==> src/hw/rtl/dpsf_pkg.sv <==
// ----------------------------------------------------------------------------
// dpsf_pkg
// Shared types, codes and default parameters of the physical segment finder.
// ----------------------------------------------------------------------------
package dpsf_pkg;

    // Default sizing of the frame table and of one page.
    localparam int DEF_MAX_PAGES  = 256;
    localparam int DEF_PAGE_BYTES = 4096;

    // Field widths.
    localparam int FRAME_W  = 20;
    localparam int OFFSET_W = 20;
    localparam int LEN_W    = 21;
    localparam int ADDR_W   = 32;
    localparam int START_W  = 12;
    localparam int COUNT_W  = 9;
    localparam int CFG_IDX_W = 2;
    localparam int CFG_DATA_W = 21;

    // Width of the shared add/subtract unit: holds a signed byte distance.
    localparam int ALU_W = 23;

    // Operation codes of an input item.
    localparam logic OP_LOAD  = 1'b0;
    localparam logic OP_QUERY = 1'b1;

    // Configuration register indexes.
    localparam logic [CFG_IDX_W-1:0] CFG_START_OFFSET  = 2'd0;
    localparam logic [CFG_IDX_W-1:0] CFG_BUFFER_LENGTH = 2'd1;
    localparam logic [CFG_IDX_W-1:0] CFG_PAGE_COUNT    = 2'd2;

    // One input item.
    typedef struct packed {
        logic                opcode;
        logic [7:0]          page_index;
        logic [FRAME_W-1:0]  frame_number;
        logic [OFFSET_W-1:0] byte_offset;
    } in_item_t;

    // One result item.
    typedef struct packed {
        logic [ADDR_W-1:0] physical_address;
        logic [LEN_W-1:0]  segment_length;
    } out_item_t;

    // Operation request to the shared add/subtract unit.
    typedef struct packed {
        logic                    sub;
        logic signed [ALU_W-1:0] a;
        logic signed [ALU_W-1:0] b;
    } alu_req_t;

endpackage

==> src/hw/rtl/dpsf_alu.sv <==
// ----------------------------------------------------------------------------
// dpsf_alu
// Shared signed add/subtract unit used by every step of the query sequencer.
// ----------------------------------------------------------------------------
module dpsf_alu
    import dpsf_pkg::*;
(
    input  alu_req_t                req,
    output logic signed [ALU_W-1:0] y
);

    // One add or subtract per cycle.
    always_comb
    begin
        if (req.sub)
        begin
            y = req.a - req.b;
        end
        else
        begin
            y = req.a + req.b;
        end
    end

endmodule

==> src/hw/rtl/dpsf_engine.sv <==
// ----------------------------------------------------------------------------
// dpsf_engine
// Query sequencer: translates a byte offset and walks the frame table one
// entry per cycle, using a single shared add/subtract unit.
// ----------------------------------------------------------------------------
module dpsf_engine
    import dpsf_pkg::*;
#(
    parameter int MAX_PAGES  = DEF_MAX_PAGES,
    parameter int PAGE_BYTES = DEF_PAGE_BYTES,
    parameter int IDX_W      = 8
)
(
    input  logic                clk,
    input  logic                rst_n,
    input  logic                query,
    input  logic [OFFSET_W-1:0] byte_offset,
    input  logic [START_W-1:0]  start_offset,
    input  logic [LEN_W-1:0]    buffer_length,
    input  logic [COUNT_W-1:0]  page_count,
    output logic                busy,
    output logic                rd_en,
    output logic [IDX_W-1:0]    rd_addr,
    input  logic [FRAME_W-1:0]  rd_data,
    output logic                result_strobe,
    output out_item_t           result
);

    localparam int OFF_W = $clog2(PAGE_BYTES);
    localparam int VPOS_W = 21;

    // Sequencer states.
    localparam logic [2:0] S_IDLE  = 3'd0;
    localparam logic [2:0] S_SUB   = 3'd1;
    localparam logic [2:0] S_VPOS  = 3'd2;
    localparam logic [2:0] S_READ  = 3'd3;
    localparam logic [2:0] S_FIRST = 3'd4;
    localparam logic [2:0] S_WALK  = 3'd5;
    localparam logic [2:0] S_DONE  = 3'd6;

    localparam logic signed [ALU_W-1:0] PB_ALU  = ALU_W'(PAGE_BYTES);
    localparam logic [VPOS_W-1:0]       PB_MASK = VPOS_W'(PAGE_BYTES - 1);
    localparam logic [VPOS_W-1:0]       MAXP_V  = VPOS_W'(MAX_PAGES);

    logic [2:0]              state_reg, state_next;
    logic [OFFSET_W-1:0]     pos_reg, pos_next;
    logic [LEN_W-1:0]        remain_reg, remain_next;
    logic [VPOS_W-1:0]       vpos_reg, vpos_next;
    logic signed [ALU_W-1:0] gap_reg, gap_next;
    logic [FRAME_W-1:0]      prev_reg, prev_next;
    logic [FRAME_W-1:0]      base_reg, base_next;
    logic [VPOS_W-1:0]       k_reg, k_next;
    logic                    strobe_reg, strobe_next;
    out_item_t               result_reg, result_next;

    alu_req_t                alu_req;
    logic signed [ALU_W-1:0] alu_y;
    logic                    alu_pos;
    logic [VPOS_W-1:0]       start_mod;
    logic [VPOS_W-1:0]       limit;
    logic [VPOS_W-1:0]       page;
    logic [OFF_W-1:0]        inpage;
    logic [VPOS_W-1:0]       rd_k;
    logic                    contiguous;
    logic                    gap_pos;

    dpsf_alu u_alu
    (
        .req (alu_req),
        .y   (alu_y)
    );

    // Derived values of the current query.
    assign start_mod  = {{(VPOS_W - START_W){1'b0}}, start_offset} & PB_MASK;
    assign limit      = ({{(VPOS_W - COUNT_W){1'b0}}, page_count} > MAXP_V)
                        ? MAXP_V : {{(VPOS_W - COUNT_W){1'b0}}, page_count};
    assign page       = vpos_reg >> OFF_W;
    assign inpage     = vpos_reg[OFF_W-1:0];
    assign alu_pos    = !alu_y[ALU_W-1] && (alu_y != '0);
    assign gap_pos    = !gap_reg[ALU_W-1] && (gap_reg != '0);
    assign contiguous = ({1'b0, rd_data} == ({1'b0, prev_reg} + 21'd1));

    // Sequencer and operand selection for the shared unit.
    always_comb
    begin
        state_next  = state_reg;
        pos_next    = pos_reg;
        remain_next = remain_reg;
        vpos_next   = vpos_reg;
        gap_next    = gap_reg;
        prev_next   = prev_reg;
        base_next   = base_reg;
        k_next      = k_reg;
        strobe_next = 1'b0;
        result_next = result_reg;
        alu_req     = '0;
        rd_en       = 1'b0;
        rd_k        = k_reg;

        case (state_reg)
            S_IDLE:
            begin
                if (query)
                begin
                    pos_next   = byte_offset;
                    state_next = S_SUB;
                end
            end
            // Bytes left from the offset to the buffer end.
            S_SUB:
            begin
                alu_req.sub = 1'b1;
                alu_req.a   = $signed({2'b00, buffer_length});
                alu_req.b   = $signed({3'b000, pos_reg});
                remain_next = alu_y[LEN_W-1:0];
                if (!alu_pos)
                begin
                    result_next = '0;
                    strobe_next = 1'b1;
                    state_next  = S_IDLE;
                end
                else
                begin
                    state_next = S_VPOS;
                end
            end
            // Offset from the start of the first page.
            S_VPOS:
            begin
                alu_req.sub = 1'b0;
                alu_req.a   = $signed({2'b00, start_mod});
                alu_req.b   = $signed({3'b000, pos_reg});
                vpos_next   = alu_y[VPOS_W-1:0];
                state_next  = S_READ;
            end
            // Bytes to the end of the offset's page; fetch its frame, or give an empty result beyond the table.
            S_READ:
            begin
                alu_req.sub = 1'b1;
                alu_req.a   = PB_ALU;
                alu_req.b   = $signed(ALU_W'(inpage));
                gap_next    = alu_y;
                if (page >= limit)
                begin
                    result_next = '0;
                    strobe_next = 1'b1;
                    state_next  = S_IDLE;
                end
                else
                begin
                    rd_en      = 1'b1;
                    rd_k       = page;
                    k_next     = page + 21'd1;
                    state_next = S_FIRST;
                end
            end
            // First frame arrives; gap becomes remaining bytes beyond the run.
            S_FIRST:
            begin
                alu_req.sub = 1'b1;
                alu_req.a   = $signed({2'b00, remain_reg});
                alu_req.b   = gap_reg;
                gap_next    = alu_y;
                base_next   = rd_data;
                prev_next   = rd_data;
                if ((k_reg < limit) && alu_pos)
                begin
                    rd_en      = 1'b1;
                    rd_k       = k_reg;
                    state_next = S_WALK;
                end
                else
                begin
                    state_next = S_DONE;
                end
            end
            // One following entry per cycle while frames stay consecutive.
            S_WALK:
            begin
                alu_req.sub = 1'b1;
                alu_req.a   = gap_reg;
                alu_req.b   = PB_ALU;
                if (contiguous)
                begin
                    gap_next  = alu_y;
                    prev_next = rd_data;
                    k_next    = k_reg + 21'd1;
                    if (((k_reg + 21'd1) < limit) && alu_pos)
                    begin
                        rd_en = 1'b1;
                        rd_k  = k_reg + 21'd1;
                    end
                    else
                    begin
                        state_next = S_DONE;
                    end
                end
                else
                begin
                    state_next = S_DONE;
                end
            end
            // Clip the run at the buffer end and present the result.
            S_DONE:
            begin
                alu_req.sub = 1'b1;
                alu_req.a   = $signed({2'b00, remain_reg});
                alu_req.b   = gap_reg;
                result_next.physical_address = (ADDR_W'(base_reg) << OFF_W)
                                               | ADDR_W'(inpage);
                result_next.segment_length   = gap_pos ? alu_y[LEN_W-1:0] : remain_reg;
                strobe_next = 1'b1;
                state_next  = S_IDLE;
            end
            default:
            begin
                state_next = S_IDLE;
            end
        endcase
    end

    assign rd_addr = rd_k[IDX_W-1:0];

    // Control registers.
    always_ff @(posedge clk or negedge rst_n)
    begin
        if (!rst_n)
        begin
            state_reg  <= S_IDLE;
            strobe_reg <= 1'b0;
        end
        else
        begin
            state_reg  <= state_next;
            strobe_reg <= strobe_next;
        end
    end

    // Datapath registers.
    always_ff @(posedge clk)
    begin
        pos_reg    <= pos_next;
        remain_reg <= remain_next;
        vpos_reg   <= vpos_next;
        gap_reg    <= gap_next;
        prev_reg   <= prev_next;
        base_reg   <= base_next;
        k_reg      <= k_next;
        result_reg <= result_next;
    end

    assign busy          = (state_reg != S_IDLE);
    assign result_strobe = strobe_reg;
    assign result        = result_reg;

endmodule

==> config.mk <==
export PLATFORM = sky130hd
export DESIGN_NAME = dpsf_engine
export DESIGN_NICKNAME = d
export VERILOG_FILES = /design/src/hw/rtl/dpsf_pkg.sv /design/src/hw/rtl/dpsf_alu.sv /design/src/hw/rtl/dpsf_engine.sv
export SDC_FILE = /design/constraint.sdc
export NUM_CORES = 1
export LEC_CHECK = 0
export ABC_CLOCK_PERIOD_IN_PS = 9300
export BUFFER_PORTS_ARGS = -buffer_cell sky130_fd_sc_hd__buf_4
export CORE_MARGIN = 2
export CORE_UTILIZATION = 54
export CTS_BUF_LIST = sky130_fd_sc_hd__clkbuf_4 sky130_fd_sc_hd__clkbuf_8 sky130_fd_sc_hd__clkbuf_16
export CTS_CLUSTER_SIZE = 30
export DETAILED_ROUTE_END_ITERATION = 7
export HOLD_SLACK_MARGIN = 0.06
export PLACE_DENSITY = 0.86
export SYNTH_ARGS = -nofsm -noshare
export SYNTH_HDL_FRONTEND = slang
export SYNTH_SLANG_ARGS = --single-unit
==> constraint.sdc <==
create_clock -name clk -period 9.3 [get_ports clk]
set_clock_uncertainty 0.05 [all_clocks]
set_input_delay 1.86 -clock clk [delete_from_list [all_inputs] [get_ports clk]]
set_output_delay 1.86 -clock clk [all_outputs]
set_load 0.02 [all_outputs]
# Yosys cells after proc, flatten, opt, wreduce, memory -nomap -nowiden
# Cells that the tools add are included.
totals:
  ff_bits: 203
  output_inout_bits: 64
  elab_cells: 89
  input_bits: 85
op_classes:
  n_reduce_logical: 22
  n_eq_ne: 13
  mux: 33
  n_bitwise: 1
  magnitude_cmp: 4
  add_sub_neg: 5
ops:
  columns: ["operator", "count"]
  rows:
  - ["$pmux W47 S5", 1]
  - ["$pmux W53 S3", 1]
  - ["$mux W53", 2]
  - ["$mux W21", 3]
  - ["$mux W23", 2]
  - ["$pmux W23 S2", 1]
  - ["$reduce_bool A23 Y1", 2]
  - ["$lt A21 B9 Y1", 2]
  - ["$pmux W21 S2", 1]
  - ["$pmux W20 S2", 1]
  - ["$or A32 B12 Y32", 1]
  - ["$mux W8", 3]
  - ["$add A23 B23 Y23", 1]
  - ["$sub A23 B23 Y23", 1]
  - ["$add A20 B1 Y21 const B", 1]
  - ["$add A21 B1 Y21 const B", 1]
  - ["$eq A20 B21 Y1", 1]
  - ["$mux W20", 1]
  - ["$pmux W3 S6", 1]
  - ["$pmux W8 S2", 1]
  - ["$mux W3", 4]
  - ["$add A9 B1 Y10 const B", 1]
  - ["$ne A2 B2 Y1 const B", 5]
  - ["$eq A3 B3 Y1 const B", 3]
  - ["17 further kinds", 37]

# Longest topological paths before layout
depth:
  word_depth: 11
  mapped_depth: 26
  ltp_nobuf: 23

# Cells and area by module
# Synthesis repeated with hierarchy kept, for this count alone.
unflattened:
  cells_unflattened: 1086
  hier_area_um2: 11890.2
modules_own_cells:
  columns: ["mod", "seq_area_each_um2", "cells_per_inst", "n_inst", "area_each_um2"]
  rows:
  - ["dpsf_engine", 6075.8, 860, 1, 10303.6]
  - ["dpsf_alu", 0.0, 226, 1, 1586.5]

# Least setup slack after synthesis
# OpenSTA, ideal clock, no wires.
synth_timing:
  path_kind: "flip-flop to flip-flop"
  startpoint: "reg state_reg[0]"
  endpoint: "reg result_reg (netlist bit result[0]), enable pin"
  arrival_time_ps: 9261
  n_path_buf: 4
  period_less_slack_ps: 9857
  setup_slack_ps: -557
  required_time_ps: 8704
  path_stages_with_launch: 26
  setup_time_ps: 546
  path_cell_list: "dfrtp_1 -> buf_6 -> clkbuf_1 -> clkbuf_1 -> mux2i_1 -> o2bb2ai_1 -> a22oi_1 -> ha_1 -> o2111ai_1 -> or3_1 -> nor2_1 -> nand2_1 -> nor2_1 -> a31oi_1 -> o221a_2 -> ha_1 -> a21oi_1 -> nor2_1 -> a211oi_1 -> nor2b_1 -> or4_1 -> a2111oi_0 -> and4_1 -> clkbuf_1 -> nor2_1 -> o32ai_1"
synth_between:
  elab_chain_cells: 9
  word_cells_on_any_way: 18
  classes_between: "add/sub (2); eq/ne (8); mux (2); reduce/logical (6)"
synth_rtl:
  columns: ["element", "line", "text"]
  rows:
  - ["start: declaration", "dpsf_engine.sv:45", "logic [2:0] state_reg, state_next;"]
  - ["start signal: assignment", "dpsf_engine.sv:234", "state_reg <= state_next;"]
  - ["$eq A3 B3 Y1", "dpsf_engine.sv:100", "case (state_reg)"]
  - ["$reduce_or A2 Y1 (no line)", null, null]
  - ["$pmux W47 S5", "dpsf_engine.sv:100", null]
  - ["$add A23 B23 Y23 / $sub A23 B23 Y23 (equally long branches)", "dpsf_alu.sv:21, dpsf_alu.sv:17", null]
  - ["$mux W23", "dpsf_alu.sv:15", "if (req.sub)"]
  - ["$reduce_bool A23 Y1 / $logic_not A1 Y1 (equally long branches)", "dpsf_engine.sv:79", "assign alu_pos = !alu_y[ALU_W-1] && (alu_y != '0);"]
  - ["$logic_and A1 B1 Y1", "dpsf_engine.sv:79", null]
  - ["$ne A2 B2 Y1 (no line)", null, null]
  - ["$reduce_and A3 Y1 (no line) *", null, null]
  - ["end signal: assignment", "dpsf_engine.sv:249", "result_reg <= result_next;"]
  - ["end: declaration", "dpsf_engine.sv:54", "out_item_t result_reg, result_next;"]
# Every way passes the cells marked *; elsewhere a longest branch is shown, timed or not.
# A chain may end at the register's enable or synchronous reset.

# Final worst setup path
layout_timing:
  startpoint: "reg state_reg[0]"
  endpoint: "out rd_addr[1]"
layout_between:
  elab_chain_cells: 11
  word_cells_on_any_way: 18
  classes_between: "add/sub (2); eq/ne (6); mux (5); reduce/logical (5)"
layout_rtl:
  columns: ["element", "line", "text"]
  rows:
  - ["$eq A3 B3 Y1", "dpsf_engine.sv:100", null]
  - ["$reduce_or A2 Y1 (no line)", null, null]
  - ["$pmux W47 S5", "dpsf_engine.sv:100", null]
  - ["$add A23 B23 Y23 / $sub A23 B23 Y23 (equally long branches)", "dpsf_alu.sv:21, dpsf_alu.sv:17", null]
  - ["$mux W23", "dpsf_alu.sv:15", null]
  - ["$reduce_bool A23 Y1 / $logic_not A1 Y1 (equally long branches)", "dpsf_engine.sv:79", null]
  - ["$logic_and A1 B1 Y1", "dpsf_engine.sv:79", null]
  - ["$logic_and A1 B1 Y1", "dpsf_engine.sv:188", "if (((k_reg + 21'd1) < limit) && alu_pos)"]
  - ["$mux W8", "dpsf_engine.sv:188", null]
  - ["$mux W8", "dpsf_engine.sv:183", "if (contiguous)"]
  - ["$pmux W8 S2 *", "dpsf_engine.sv:100", null]
  - ["end: declaration", "dpsf_engine.sv:23", "output logic [IDX_W-1:0] rd_addr,"]
# Marks and branches as above.

==> reports/metrics.csv <==
stage,metric,value,unit
sta,tns,0,ns
yosys,ys.flop_type,edfxtp_1,
finish,final_nets,1399,
yosys,synth_edf_count,199,
finish,syn2layout_area_growth,18.19,%
clock_tree,cts-buffers-inserted,22,
sta,max_slew_margin,18.60,%
yosys,synth_cells,1123,
sta,finalCriticalPeriod,8.832,ns
setup_path,worstPathMaxFanout,23,
drt,via_count,10222,
sta,hold_viol_final,0,
clock_tree,tritoncts,built,
drt,wirelength,34560,um
min_path,hold_path.class,flip-flop to flip-flop,
placed_design,dp_hpwl,24550,um
sta,period_share,94.97,%
sta,setup_viol,0,
job,cap_violations,0,
yosys,ys_ff_latch,203,
die,row_count,55,
drt,ant_nets,0,
global_route,grt_use_total,28.19,%
die,start_util,54.43,%
yosys,synth_top_family_by_area,simple AND/OR/NAND/NOR gates,
placed_design,place.gp.congestion,0.9899,
drt,routed_via_density,6.544,
outcome,status,"finished, final reports clean",
sta,rsz0062_at_grt,no,
drt,drc_errors,0,
yosys,ys_warn_count,0,
yosys,ys_seq_area_share,49.75,%
yosys,synth_xor_area_share,5.727,%
die,fp.dieH,154.4,um
clock_tree,clk_path_buf_depth,3,
yosys,syn-cell-area,12210,um^2
drt,routedWlPerCell,22.13,um
setup_path,rrSetupSlack,1.65,ns
setup_path,startpoint_type,flip-flop,
yosys,synth_cell_types,84,
setup_path,reg2regPathDepth,23,
global_route,grt_overflow,0,
setup_path,rr_startpoint,state_reg[0],
die,ios,149,
min_path,hold_start,base_reg[8],
clock_tree,cts_root_buffer,clkbuf_16,
yosys,synth_nets,1260,
yosys,synth-adder-area-share,5.389,%
die,fp.coreArea,22430,um^2
drt,drt-initial-drc-count,1377,
setup_path,cp_data_arrival_time,6.92,ns
min_path,hold_depth,1,
clock_tree,clk_pin_slew,0.07,ns
yosys,yosys-mux-area-fraction,4.078,%
finish,largest_reg_flops,53,
finish,antenna-diode-count,0,
finish,n_fill_cell,1660,
die,die_x,154.4,um
setup_path,endpoint_kind,output port,
die,die-area,23830,um^2
yosys,syn_area_per_cell,10.87,um^2
clock_tree,cts_sinks,203,
global_route,grt_pass1_wl,53060,um
sta,max_freq,113.2,MHz
drt,drt_pre_antenna_iters,6,
clock_tree,clock_latency,0.51,ns
sta,tightest_slew,1.221,ns
yosys,synthSimpleGateAreaFrac,17.50,%
setup_path,critPathKind,flip-flop to output port,
global_route,grt_max_degree,59,
setup_path,required,7.39,ns
global_route,grt_pass1_vias,9634,
finish,drive_gt1_share,19.58,%
sta,maxSlewViolCount,0,
global_route,antenna_found_initial,0,
placed_design,numPortBuffers,148,
yosys,synth_compound_gate_area_share,14.88,%
setup_path,rr_endpoint,result[19],
min_path,hold_end,result[41],
clock_tree,htreeDepth,1,
yosys,async_reset_ff_share,1.970,%
==> worst max path at each step <==
stage	endpoint	depth (start not counted)	slack, ns	from
floorplan	result[0]	25	1.38	state_reg[0]
global placement	rd_addr[6]	21	1.03	state_reg[1]
detailed placement	rd_addr[1]	20	0.81	state_reg[1]
CTS	rd_addr[1]	20	0.25	state_reg[1]
global route	rd_addr[7]	20	0.02	state_reg[2]
finish	rd_addr[1]	23	0.47	state_reg[0]
==> logic make-up (layout without fill, tap and decap cells) <==
| logic type | count (synthesis) | count (layout) |
|---|---|---|
| muxes | 48 | 48 |
| buffers and inverters | 81 | 235 |
| DFF | 203 | 203 |
| xor gates and xnor gates | 79 | 79 |
| AOI/OAI and AO/OA | 267 | 267 |
| and+or+nand+nor | 393 | 393 |
| adders and majority gates | 52 | 52 |
==> synth_stat cells, drive strengths merged, types with 25 or more instances <==
cell,number,area [um^2]
ha,51,638.1
inv,25,93.84
clkbuf,42,157.7
o21ai,54,270.3
and3,51,319.1
mux2i,37,370.4
a21oi,55,279.0
edfxtp,199,5976
nand2,83,311.6
nor2,84,317.8
xnor2,40,357.8
xor2,39,341.6
nand3,28,145.1
==> placed cells by master (no fill, tap or decap), types with 12 or more instances in the layout <==
cell type / instances
a221o_1: 14
nand4_1: 15
nand2_1: 83
or3_1: 13
mux2i_1: 37
and3_1: 51
a21oi_1: 53
ha_1: 51
edfxtp_1: 199
inv_1: 24
xnor2_1: 39
nor3_1: 19
clkbuf_16: 23
a21o_1: 17
nor4_1: 14
o22ai_1: 12
a22oi_1: 17
xor2_1: 39
nor2_1: 81
buf_4: 165
nand3_1: 27
o21ai_0: 52
==> per-stage QoR <==
step	cells	worst slack [ns]	instance area [um^2]	hold slack, ns	utilization, %
global placement	1521	1.027	13660	0.4809	60.87
finish	1562	0.4677	14430	0.4917	64.33
detailed placement	1521	0.8130	13660	0.4868	60.87
floorplan	1123	1.379	12220	0.4779	-
global route	1562	0.02200	14430	0.5179	64.33
CTS	1560	0.2527	14380	0.5017	64.10
==> what timing repair did <==
action                     4_1_cts  5_1_grt
buffers inserted                 0        2
resized for setup                0        9
setup endpoints to repair        0        9
hold buffers                     0        0
==> routing by layer <==
metal / global-route usage (%) / wire length (um) / up-vias
met5: 0 / 0 / -
met4: 8.377 / 942 / 0
met3: 5.856 / 3912 / 78
met2: 43.84 / 15530 / 660
met1: 40.25 / 14180 / 4877
li1: - / - / 4607
==> critical path, cell delays in order (launching register included) <==
cell and delay (ns):
dfrtp_4 0.59, buf_4 0.35, mux2i_1 0.25, o2bb2ai_1 0.12, a22oi_1 0.25, ha_1 0.24
o2111ai_1 0.19, or3_1 0.46, nor2_1 0.15, nand2_1 0.10, nor2_1 0.21, a31oi_1 0.13
o221a_2 0.30, ha_1 0.39, a21oi_1 0.28, nor2_1 0.09, a211oi_1 0.23, nor2b_1 0.08
or4_1 0.44, a2111oi_2 0.45, and4_1 0.46, nor3_1 0.12, a221o_1 0.34, buf_4 0.16
==> cell type report <==
| class | instances | area [um^2] | share of cell area [%] |
|---|---|---|---|
| repair buffers | 169 | 1292 | 8.955 |
| inverters | 27 | 101.3 | 0.7022 |
| clock buffers | 26 | 598.1 | 4.144 |
| flip-flops and latches | 203 | 6085 | 42.16 |
| well taps | 285 | 356.6 | 2.471 |
| multi-input cells | 839 | 5872 | 40.68 |
| clock inverters | 13 | 127.6 | 0.8843 |
Power is not shown: default switching activity piles up to over one toggle a cycle in this logic, so the estimate is an artifact.
